===== src/design/signed_decimal_to_fixed_point_assert.svh =====
// ----------------------------------------------------------------------------
// Assertion macros
// Shared concurrent assertion macros for the decimal to fixed-point converter.
// ----------------------------------------------------------------------------
`ifndef SIGNED_DECIMAL_TO_FIXED_POINT_ASSERT_SVH
`define SIGNED_DECIMAL_TO_FIXED_POINT_ASSERT_SVH

`ifndef ASSERT_OFF
`define SDFP_ASSERT(lbl, clk, rst_n, prop, msg) \
    lbl: assert property (@(posedge clk) disable iff (!rst_n) prop) else $error(msg);
`define SDFP_NEVER(lbl, clk, rst_n, cond, msg) \
    lbl: assert property (@(posedge clk) disable iff (!rst_n) !(cond)) else $error(msg);
`else
`define SDFP_ASSERT(lbl, clk, rst_n, prop, msg)
`define SDFP_NEVER(lbl, clk, rst_n, cond, msg)
`endif

`endif


===== src/design/sdfp_pkg.sv =====
// ----------------------------------------------------------------------------
// sdfp_pkg
// Types, character codes and helper functions for the decimal converter.
// ----------------------------------------------------------------------------
package sdfp_pkg;

    localparam int VALUE_BITS     = 32;
    localparam int PREC_BITS      = 3;
    localparam int POW_BITS       = 24;
    localparam int PROD_BITS      = VALUE_BITS + POW_BITS;
    localparam int WIDE_BITS      = VALUE_BITS + 4;
    localparam int QUEUE_DEPTH    = 2;
    localparam int QUEUE_PTR_BITS = 1;
    localparam int QUEUE_CNT_BITS = 2;

    localparam logic [PREC_BITS-1:0] PREC_RESET = 3'd1;

    localparam logic [7:0] CHAR_ZERO  = 8'h30;
    localparam logic [7:0] CHAR_NINE  = 8'h39;
    localparam logic [7:0] CHAR_MINUS = 8'h2D;
    localparam logic [7:0] CHAR_PLUS  = 8'h2B;
    localparam logic [7:0] CHAR_POINT = 8'h2E;

    localparam logic [VALUE_BITS-1:0] MAG_MAX_POS = {1'b0, {(VALUE_BITS-1){1'b1}}};
    localparam logic [VALUE_BITS-1:0] MAG_MAX_NEG = {1'b1, {(VALUE_BITS-1){1'b0}}};

    typedef enum logic [2:0] {
        OP_INT_DIGIT,
        OP_FRAC_DIGIT,
        OP_SIGN_NEG,
        OP_SIGN_POS,
        OP_POINT,
        OP_TERM
    } sdfp_op_t;

    typedef struct packed {
        sdfp_op_t    op;
        logic [3:0]  digit;
    } sdfp_cmd_t;

    typedef struct packed {
        logic [VALUE_BITS-1:0] mag;
        logic                  neg;
        logic                  digits;
        logic                  sat;
        logic [PREC_BITS-1:0]  scale;
    } sdfp_term_t;

    function automatic logic [VALUE_BITS-1:0] mag_limit(input logic neg);
        return neg ? MAG_MAX_NEG : MAG_MAX_POS;
    endfunction

    function automatic logic [POW_BITS-1:0] pow10(input logic [PREC_BITS-1:0] k);
        logic [POW_BITS-1:0] p;
        unique case (k)
            3'd0:    p = 24'd1;
            3'd1:    p = 24'd10;
            3'd2:    p = 24'd100;
            3'd3:    p = 24'd1000;
            3'd4:    p = 24'd10000;
            3'd5:    p = 24'd100000;
            3'd6:    p = 24'd1000000;
            default: p = 24'd10000000;
        endcase
        return p;
    endfunction

endpackage


===== src/design/signed_decimal_to_fixed_point.sv =====
// ----------------------------------------------------------------------------
// signed_decimal_to_fixed_point
// Streaming converter from signed ASCII decimal text to fixed-point integers.
// ----------------------------------------------------------------------------
//   Channel   Direction  Handshake           Payload
//   s_        in         s_valid / s_ready   s_char_code (one character)
//   m_        out        m_valid / m_ready   m_value, m_had_digits, m_overflow
//   cfg_      in         cfg_we              cfg_wdata (precision)
//
// One character is taken every cycle while s_ready is high; digit accumulation
// is one multiply by ten and add per cycle in the execution stage.
// A result passes the command queue, product register and output register.
// Reset sets precision to one and clears the accumulated number state.
// A stalled result holds the scaling pipeline, and the two-entry command
// queue then fills before s_ready falls.
// ----------------------------------------------------------------------------
module signed_decimal_to_fixed_point (
    input  logic                                   aclk,
    input  logic                                   aresetn,
    input  logic                                   cfg_we,
    input  logic [sdfp_pkg::PREC_BITS-1:0]         cfg_wdata,
    input  logic [7:0]                             s_char_code,
    input  logic                                   s_valid,
    output logic                                   s_ready,
    output logic signed [sdfp_pkg::VALUE_BITS-1:0] m_value,
    output logic                                   m_had_digits,
    output logic                                   m_overflow,
    output logic                                   m_valid,
    input  logic                                   m_ready
);
    import sdfp_pkg::*;

    logic [PREC_BITS-1:0] prec_reg;
    logic                 accept;
    sdfp_cmd_t            front_cmd;
    logic                 head_valid;
    sdfp_cmd_t            head_cmd;
    logic                 cmd_pop;
    logic                 term_valid;
    sdfp_term_t           term;
    logic                 term_ready;

    always_ff @(posedge aclk) begin
        if (!aresetn) begin
            prec_reg <= PREC_RESET;
        end else if (cfg_we) begin
            prec_reg <= cfg_wdata;
        end
    end

    assign accept = s_valid && s_ready;

    sdfp_front u_front (
        .aclk      (aclk),
        .aresetn   (aresetn),
        .char_code (s_char_code),
        .accept    (accept),
        .cmd       (front_cmd)
    );

    sdfp_queue u_queue (
        .aclk       (aclk),
        .aresetn    (aresetn),
        .push       (accept),
        .push_cmd   (front_cmd),
        .space      (s_ready),
        .pop        (cmd_pop),
        .head_valid (head_valid),
        .head_cmd   (head_cmd)
    );

    sdfp_exec u_exec (
        .aclk       (aclk),
        .aresetn    (aresetn),
        .precision  (prec_reg),
        .cmd_valid  (head_valid),
        .cmd        (head_cmd),
        .cmd_pop    (cmd_pop),
        .term_valid (term_valid),
        .term       (term),
        .term_ready (term_ready)
    );

    sdfp_finish u_finish (
        .aclk         (aclk),
        .aresetn      (aresetn),
        .in_valid     (term_valid),
        .in_term      (term),
        .in_ready     (term_ready),
        .m_value      (m_value),
        .m_had_digits (m_had_digits),
        .m_overflow   (m_overflow),
        .m_valid      (m_valid),
        .m_ready      (m_ready)
    );

endmodule


===== src/design/sdfp_front.sv =====
// ----------------------------------------------------------------------------
// sdfp_front
// Classifies each incoming character into a command for the execution stage.
// ----------------------------------------------------------------------------
module sdfp_front (
    input  logic                 aclk,
    input  logic                 aresetn,
    input  logic [7:0]           char_code,
    input  logic                 accept,
    output sdfp_pkg::sdfp_cmd_t  cmd
);
    import sdfp_pkg::*;

    logic past_start_reg, past_start_next;
    logic in_frac_reg, in_frac_next;
    logic is_digit;

    assign is_digit = (char_code >= CHAR_ZERO) && (char_code <= CHAR_NINE);

    always_comb begin
        cmd.digit       = 4'(char_code - CHAR_ZERO);
        past_start_next = past_start_reg;
        in_frac_next    = in_frac_reg;
        priority if (is_digit) begin
            cmd.op          = in_frac_reg ? OP_FRAC_DIGIT : OP_INT_DIGIT;
            past_start_next = 1'b1;
        end else if (!past_start_reg && char_code == CHAR_MINUS) begin
            cmd.op          = OP_SIGN_NEG;
            past_start_next = 1'b1;
        end else if (!past_start_reg && char_code == CHAR_PLUS) begin
            cmd.op          = OP_SIGN_POS;
            past_start_next = 1'b1;
        end else if (char_code == CHAR_POINT && !in_frac_reg) begin
            cmd.op          = OP_POINT;
            past_start_next = 1'b1;
            in_frac_next    = 1'b1;
        end else begin
            cmd.op          = OP_TERM;
            past_start_next = 1'b0;
            in_frac_next    = 1'b0;
        end
    end

    always_ff @(posedge aclk) begin
        if (!aresetn) begin
            past_start_reg <= 1'b0;
            in_frac_reg    <= 1'b0;
        end else if (accept) begin
            past_start_reg <= past_start_next;
            in_frac_reg    <= in_frac_next;
        end
    end

endmodule


===== src/design/sdfp_queue.sv =====
// ----------------------------------------------------------------------------
// sdfp_queue
// Short command queue that decouples the classifier from the execution stage.
// ----------------------------------------------------------------------------
`include "signed_decimal_to_fixed_point_assert.svh"

module sdfp_queue (
    input  logic                 aclk,
    input  logic                 aresetn,
    input  logic                 push,
    input  sdfp_pkg::sdfp_cmd_t  push_cmd,
    output logic                 space,
    input  logic                 pop,
    output logic                 head_valid,
    output sdfp_pkg::sdfp_cmd_t  head_cmd
);
    import sdfp_pkg::*;

    localparam logic [QUEUE_CNT_BITS-1:0] FULL = QUEUE_CNT_BITS'(QUEUE_DEPTH);

    sdfp_cmd_t                 entry_reg [QUEUE_DEPTH];
    logic [QUEUE_PTR_BITS-1:0] wr_ptr_reg, rd_ptr_reg;
    logic [QUEUE_CNT_BITS-1:0] count_reg;

    assign space      = (count_reg != FULL);
    assign head_valid = (count_reg != '0);
    assign head_cmd   = entry_reg[rd_ptr_reg];

    always_ff @(posedge aclk) begin
        if (push) begin
            entry_reg[wr_ptr_reg] <= push_cmd;
        end
    end

    always_ff @(posedge aclk) begin
        if (!aresetn) begin
            wr_ptr_reg <= '0;
            rd_ptr_reg <= '0;
            count_reg  <= '0;
        end else begin
            if (push) begin
                wr_ptr_reg <= wr_ptr_reg + 1'b1;
            end
            if (pop) begin
                rd_ptr_reg <= rd_ptr_reg + 1'b1;
            end
            if (push && !pop) begin
                count_reg <= count_reg + 1'b1;
            end else if (pop && !push) begin
                count_reg <= count_reg - 1'b1;
            end
        end
    end

    `SDFP_NEVER(q_no_push_full, aclk, aresetn, push && count_reg == FULL, "push into full queue")
    `SDFP_NEVER(q_no_pop_empty, aclk, aresetn, pop && count_reg == '0, "pop from empty queue")

endmodule


===== src/design/sdfp_exec.sv =====
// ----------------------------------------------------------------------------
// sdfp_exec
// Carries out commands: accumulates digits with saturation and hands each
// finished number to the scaling pipeline.
// ----------------------------------------------------------------------------
`include "signed_decimal_to_fixed_point_assert.svh"

module sdfp_exec (
    input  logic                                aclk,
    input  logic                                aresetn,
    input  logic [sdfp_pkg::PREC_BITS-1:0]      precision,
    input  logic                                cmd_valid,
    input  sdfp_pkg::sdfp_cmd_t                 cmd,
    output logic                                cmd_pop,
    output logic                                term_valid,
    output sdfp_pkg::sdfp_term_t                term,
    input  logic                                term_ready
);
    import sdfp_pkg::*;

    logic [VALUE_BITS-1:0] running_reg, running_next;
    logic                  neg_reg, neg_next;
    logic [PREC_BITS-1:0]  fd_reg, fd_next;
    logic                  seen_reg, seen_next;
    logic                  sat_reg, sat_next;
    logic [VALUE_BITS-1:0] lim;
    logic [WIDE_BITS-1:0]  ext, acc;
    logic                  acc_over;
    logic                  frac_keep;

    assign lim       = mag_limit(neg_reg);
    assign ext       = WIDE_BITS'(running_reg);
    assign acc       = (ext << 3) + (ext << 1) + WIDE_BITS'(cmd.digit);
    assign acc_over  = acc > WIDE_BITS'(lim);
    assign frac_keep = fd_reg < precision;

    assign term_valid = cmd_valid && (cmd.op == OP_TERM);
    assign cmd_pop    = cmd_valid && ((cmd.op != OP_TERM) || term_ready);

    always_comb begin
        term.mag    = running_reg;
        term.neg    = neg_reg;
        term.digits = seen_reg;
        term.sat    = sat_reg;
        term.scale  = frac_keep ? PREC_BITS'(precision - fd_reg) : '0;
    end

    always_comb begin
        running_next = running_reg;
        neg_next     = neg_reg;
        fd_next      = fd_reg;
        seen_next    = seen_reg;
        sat_next     = sat_reg;
        unique case (cmd.op)
            OP_INT_DIGIT: begin
                seen_next    = 1'b1;
                running_next = acc_over ? lim : acc[VALUE_BITS-1:0];
                sat_next     = sat_reg | acc_over;
            end
            OP_FRAC_DIGIT: begin
                seen_next = 1'b1;
                if (frac_keep) begin
                    running_next = acc_over ? lim : acc[VALUE_BITS-1:0];
                    sat_next     = sat_reg | acc_over;
                    fd_next      = fd_reg + 1'b1;
                end
            end
            OP_SIGN_NEG: neg_next = 1'b1;
            OP_SIGN_POS: neg_next = 1'b0;
            OP_POINT: begin
            end
            OP_TERM: begin
                running_next = '0;
                neg_next     = 1'b0;
                fd_next      = '0;
                seen_next    = 1'b0;
                sat_next     = 1'b0;
            end
            default: begin
            end
        endcase
    end

    always_ff @(posedge aclk) begin
        if (!aresetn) begin
            running_reg <= '0;
            neg_reg     <= 1'b0;
            fd_reg      <= '0;
            seen_reg    <= 1'b0;
            sat_reg     <= 1'b0;
        end else if (cmd_pop) begin
            running_reg <= running_next;
            neg_reg     <= neg_next;
            fd_reg      <= fd_next;
            seen_reg    <= seen_next;
            sat_reg     <= sat_next;
        end
    end

    `SDFP_ASSERT(ex_sat_at_limit, aclk, aresetn, sat_reg |-> running_reg == lim, "saturated value off limit")

endmodule


===== src/design/sdfp_finish.sv =====
// ----------------------------------------------------------------------------
// sdfp_finish
// Pads the kept fraction by a power of ten, saturates, applies the sign and
// holds the result until it is taken.
// ----------------------------------------------------------------------------
`include "signed_decimal_to_fixed_point_assert.svh"

module sdfp_finish (
    input  logic                                 aclk,
    input  logic                                 aresetn,
    input  logic                                 in_valid,
    input  sdfp_pkg::sdfp_term_t                 in_term,
    output logic                                 in_ready,
    output logic signed [sdfp_pkg::VALUE_BITS-1:0] m_value,
    output logic                                 m_had_digits,
    output logic                                 m_overflow,
    output logic                                 m_valid,
    input  logic                                 m_ready
);
    import sdfp_pkg::*;

    logic                  a_valid_reg;
    logic [PROD_BITS-1:0]  a_prod_reg;
    logic                  a_neg_reg;
    logic                  a_digits_reg;
    logic                  a_sat_reg;
    logic                  out_valid_reg;
    logic [VALUE_BITS-1:0] value_reg;
    logic                  digits_reg;
    logic                  ovf_reg;
    logic                  load_out;
    logic [VALUE_BITS-1:0] lim;
    logic                  pad_over;
    logic [VALUE_BITS-1:0] mag;

    assign load_out = a_valid_reg && (!out_valid_reg || m_ready);
    assign in_ready = !a_valid_reg || load_out;

    assign lim      = mag_limit(a_neg_reg);
    assign pad_over = a_prod_reg > PROD_BITS'(lim);
    assign mag      = pad_over ? lim : a_prod_reg[VALUE_BITS-1:0];

    always_ff @(posedge aclk) begin
        if (in_valid && in_ready) begin
            a_prod_reg   <= PROD_BITS'(in_term.mag) * PROD_BITS'(pow10(in_term.scale));
            a_neg_reg    <= in_term.neg;
            a_digits_reg <= in_term.digits;
            a_sat_reg    <= in_term.sat;
        end
        if (load_out) begin
            value_reg  <= a_neg_reg ? ('0 - mag) : mag;
            digits_reg <= a_digits_reg;
            ovf_reg    <= a_sat_reg | pad_over;
        end
    end

    always_ff @(posedge aclk) begin
        if (!aresetn) begin
            a_valid_reg   <= 1'b0;
            out_valid_reg <= 1'b0;
        end else begin
            if (in_ready) begin
                a_valid_reg <= in_valid;
            end
            if (load_out) begin
                out_valid_reg <= 1'b1;
            end else if (m_ready) begin
                out_valid_reg <= 1'b0;
            end
        end
    end

    assign m_value      = $signed(value_reg);
    assign m_had_digits = digits_reg;
    assign m_overflow   = ovf_reg;
    assign m_valid      = out_valid_reg;

    `SDFP_ASSERT(fin_ovf_limit, aclk, aresetn, out_valid_reg && ovf_reg |-> value_reg == MAG_MAX_POS || value_reg == MAG_MAX_NEG, "overflow without limit value")
    `SDFP_ASSERT(fin_empty_zero, aclk, aresetn, out_valid_reg && !digits_reg |-> value_reg == '0 && !ovf_reg, "empty number not zero")

endmodule

===== config.mk =====
export PLATFORM = sky130hd
export DESIGN_NAME = signed_decimal_to_fixed_point
export DESIGN_NICKNAME = d
export VERILOG_FILES = /design/src/design/sdfp_pkg.sv /design/src/design/signed_decimal_to_fixed_point.sv /design/src/design/sdfp_front.sv /design/src/design/sdfp_queue.sv /design/src/design/sdfp_exec.sv /design/src/design/sdfp_finish.sv
export VERILOG_INCLUDE_DIRS = /design/src /design/src/design
export SDC_FILE = /design/constraint.sdc
export NUM_CORES = 2
export LEC_CHECK = 0
export BUFFER_PORTS_ARGS = -buffer_cell sky130_fd_sc_hd__buf_2
export CORE_MARGIN = 4
export CORE_UTILIZATION = 60
export DETAILED_ROUTE_END_ITERATION = 6
export GPL_ROUTABILITY_DRIVEN = 0
export MAX_ROUTING_LAYER = met4
export PLACE_DENSITY = 0.77
export SLEW_MARGIN = 20
export SYNTH_ARGS = -nofsm -noshare
export SYNTH_HDL_FRONTEND = slang
export SYNTH_HIERARCHICAL = 1
export SYNTH_SLANG_ARGS = --single-unit

===== constraint.sdc =====
create_clock -name aclk -period 14.1 [get_ports aclk]
set_input_delay 2.115 -clock aclk [delete_from_list [all_inputs] [get_ports aclk]]
set_output_delay 2.115 -clock aclk [all_outputs]
set_load 0.005 [all_outputs]

==> out/qor.csv <==
stage,metric,value,unit
global_route,grt-ovfl-total,0,
setup_path,end_kind,flip-flop,
drt,routed.top_layer,met4,
yosys,ys.warnings.count,6,
setup_path,timing_worst_setup_path_type,reg -> reg,
yosys,netlist_instances,3621,
sta,max_freq,93.98,MHz
sta,worst_pin_slew,1.068,ns
yosys,postSynthRegisterBits,157,
yosys,avgSynthCellArea,9.160,um2
drt,drt-met1-wl,34570,um
setup_path,critPathLaunchType,flip-flop,
clocking,hold_buffers,0,
sta,final.setup.tns,0,ns
cells_and_area,number_of_flip_flops_under_the_largest_register_name,56,
clocking,postCtsSetupBuffers,0,
sta,fin_worst_hold_slack,0.4213,ns
yosys,synthArstFlopShare,0,%
cells_and_area,drive_above_1_share,4.549,%
placed_design,postPlaceCellArea,0.03399,mm2
setup_path,worstPathMaxFanout,49,
cells_and_area,design.final.nets,4519,
floorplanning,design.die.area,0.05911,mm2
pwr,pwr-share-seq,36.2,%
sta,grt_setup_unrepaired,false,
clocking,cts_root_buffer,sky130_fd_sc_hd__clkbuf_16,
floorplanning,die-width,243.1,um
drt,detail_route.first_pass.iterations,6,
sta,worst_clock_skew,0.009251,ns
cells_and_area,multiInputGateArea,0.02559,mm2
drt,antenna_violating_nets_post_route,0,
pwr,power.net_switching,0.7294,mW
placed_design,hpwl,67610,um
yosys,ys_seq_area_share,12.70,%
setup_path,worst_ep_required_time,14.32,ns
sta,final-max-slew-violation-count,0,
yosys,syn_area,0.03317,mm2
yosys,synth-edff-count,107,
cells_and_area,postLayoutCoreUtil,63.77,%
placed_design,pre_cts_ws,3.710,ns
placed_design,dpl.cell_count,4247,
worst_hold_path,hold_path.class,reg -> reg,
sta,timing.final.ws_setup,3.459,ns
global_route,groute.usage.overall,30.06,%
sta,worst_slew_margin_rel,28.69,%
yosys,mappedNetlistNets,4570,
pwr,combinationalPowerShare,37.7,%
sta,period_needed,10.64,ns
drt,route.detailed.drc,0,
cells_and_area,stdcell_count,4280,
pwr,total_power_consumption,1.809,mW
drt,routed_wire_length_per_instance,19.65,um
pwr,ir_drop,91.33,uV
drt,met3_wirelength,8479,um
drt,via_count,25360,
setup_path,worstPathArrival,10.86,ns
floorplanning,placeableCoreArea,0.05424,mm2
floorplanning,die_height,243.1,um
pwr,power_report.internal_total,1.079,mW
cells_and_area,commonest_non_fill_non_tap_cell_in_the_layout,sky130_fd_sc_hd__inv_1,
global_route,grt_max_degree,73,
floorplanning,io_pins,52,
pwr,powerDensity,52.29,mW/mm2
yosys,ys_dominant_reg_cell,sky130_fd_sc_hd__edfxtp_1,
drt,wl_met2,38780,um
outcome,run_status,completed,
cells_and_area,fillerInstances,4443,
drt,route.final.wire_length,84120,um
cells_and_area,final_design_area_no_fill,0.03459,mm2
pwr,total_leakage_power,18.52,nW
clocking,worst_skew_pair.late_latency,0.47,ns
sta,setup_violations,0,
cells_and_area,final-seq-area,0.004214,mm2
clocking,cts_repair_resize_count,0,
drt,drtIter0Drc,2210,
flow_run,drv.max_cap_violation_count,0,
pwr,clock_power_share,26.1,%
floorplanning,initial_utilization,61.15,%
placed_design,port-buffer-count,51,
drt,vias_per_cell,5.926,
global_route,antenna_found_initial,0,
clocking,tritoncts.num_buffers,17,
clocking,cts.htree.levels,4,
pwr,switching_share,40.33,%
setup_path,slowest_delay,0.74,ns
cells_and_area,syn2layout_area_growth,4.281,%
clocking,clk_pin_slew_worst_paths,0.06,ns
clocking,clock_tree.buffer_depth,2,
clocking,cts.sink_count,157,
sta,min_period_over_period,75.47,%
setup_path,slowest_stage,sky130_fd_sc_hd__xor2_1,
global_route,grt_pass1_vias,25980,
global_route,grt_pass1_wl,137800,um
clocking,clock_tree_from_tritoncts,built,
yosys,yosysUniqueCellTypes,93,
sta,finalHoldViolations,0,
setup_path,critical_path.most_common_cell,sky130_fd_sc_hd__fa_1,
cells_and_area,layout_common_cells,"sky130_fd_sc_hd__inv_1 (741), sky130_fd_sc_hd__fa_1 (549), sky130_fd_sc_hd__ha_1 (384), sky130_fd_sc_hd__nand2_1 (273), sky130_fd_sc_hd__and2_1 (212)",
floorplanning,rows,85,
-- kinds of logic after synthesis --
family,Yosys count,synth area share [%]
simple gates,1059,17.07
fa+ha+maj,933,47.62
buf+inv,900,10.35
compound gates,466,9.332
flops,157,12.70
xor+xnor,85,2.244
mux,21,0.6752
-- cell usage after synthesis (20+ instances only) --
cell,instances,area (um2)
sky130_fd_sc_hd__and3_1,160,1001
sky130_fd_sc_hd__ha_1,384,4805
sky130_fd_sc_hd__xnor2_1,45,394.1
sky130_fd_sc_hd__o21a_1,25,187.7
sky130_fd_sc_hd__nor3_1,57,285.3
sky130_fd_sc_hd__nor2_1,92,345.3
sky130_fd_sc_hd__nor2b_1,58,362.9
sky130_fd_sc_hd__xor2_1,40,350.3
sky130_fd_sc_hd__clkbuf_1,128,480.5
sky130_fd_sc_hd__o21ai_0,65,325.3
sky130_fd_sc_hd__inv_1,741,2781
sky130_fd_sc_hd__o21ai_1,28,140.1
sky130_fd_sc_hd__a21oi_1,119,595.6
sky130_fd_sc_hd__nand2_1,273,1025
sky130_fd_sc_hd__a211oi_1,21,157.7
sky130_fd_sc_hd__o21bai_1,22,165.2
sky130_fd_sc_hd__a21o_1,54,405.4
sky130_fd_sc_hd__o211ai_1,20,150.1
sky130_fd_sc_hd__nand4_1,29,181.4
sky130_fd_sc_hd__edfxtp_1,107,3213
sky130_fd_sc_hd__fa_1,549,10990
sky130_fd_sc_hd__and2_1,213,1333
sky130_fd_sc_hd__dfxtp_1,50,1001
sky130_fd_sc_hd__nand3_1,97,485.5
-- power by group through the flow --
| stage | logic [mW] | clock network, mW | registers, mW |
|---|---|---|---|
| global placement | 0.652 | 0 | 0.662 |
| global route | 0.753 | 0.503 | 0.664 |
| finish | 0.682 | 0.472 | 0.655 |
| floorplan | 0.445 | 0 | 0.654 |
| CTS | 0.673 | 0.484 | 0.654 |
| detailed placement | 0.666 | 0 | 0.663 |
-- worst paths after layout --
path | startpoint | to | slack (ns) | depth (start not counted)
setup / recovery | u_exec/fd_reg[1] | u_finish/a_prod_reg[55] | 3.46 | 31
setup reg to reg | u_exec/fd_reg[1] | u_finish/a_prod_reg[55] | 3.46 | 31
hold / removal | u_finish/a_digits_reg | u_finish/m_had_digits | 0.42 | 0
hold reg to reg | u_finish/a_digits_reg | u_finish/m_had_digits | 0.42 | 0
-- worst max-delay path: cells and delay by family (launching register included) --
| kind | cells | cell delay, ns |
|---|---|---|
| xor gates and xnor gates | 3 | 1.09 |
| AOI/OAI and AO/OA | 7 | 1.87 |
| buffers and inverters | 5 | 1.05 |
| adders and majority gates | 9 | 4.07 |
| and+or+nand+nor | 7 | 1.83 |
| DFF | 1 | 0.39 |
-- metal layers --
layer | global-route usage [%] | up-vias
met5 | - | -
met4 | 8.691 | 0
met3 | 7.648 | 187
met2 | 46.78 | 1150
met1 | 39.34 | 12410
li1 | - | 11610
-- final cells by class --
type                            instances  area share [%]
Inverter                              742           8.052
Sequential cell                       157           12.18
Multi-Input combinational cell       2564           73.97
Timing Repair Buffer                   88           1.541
Clock buffer                           19           1.252
Tap cell                              696           2.518
Clock inverter                         13          0.4739
Antenna cell                            1        0.007235
Power figures use the tool's default switching activity.
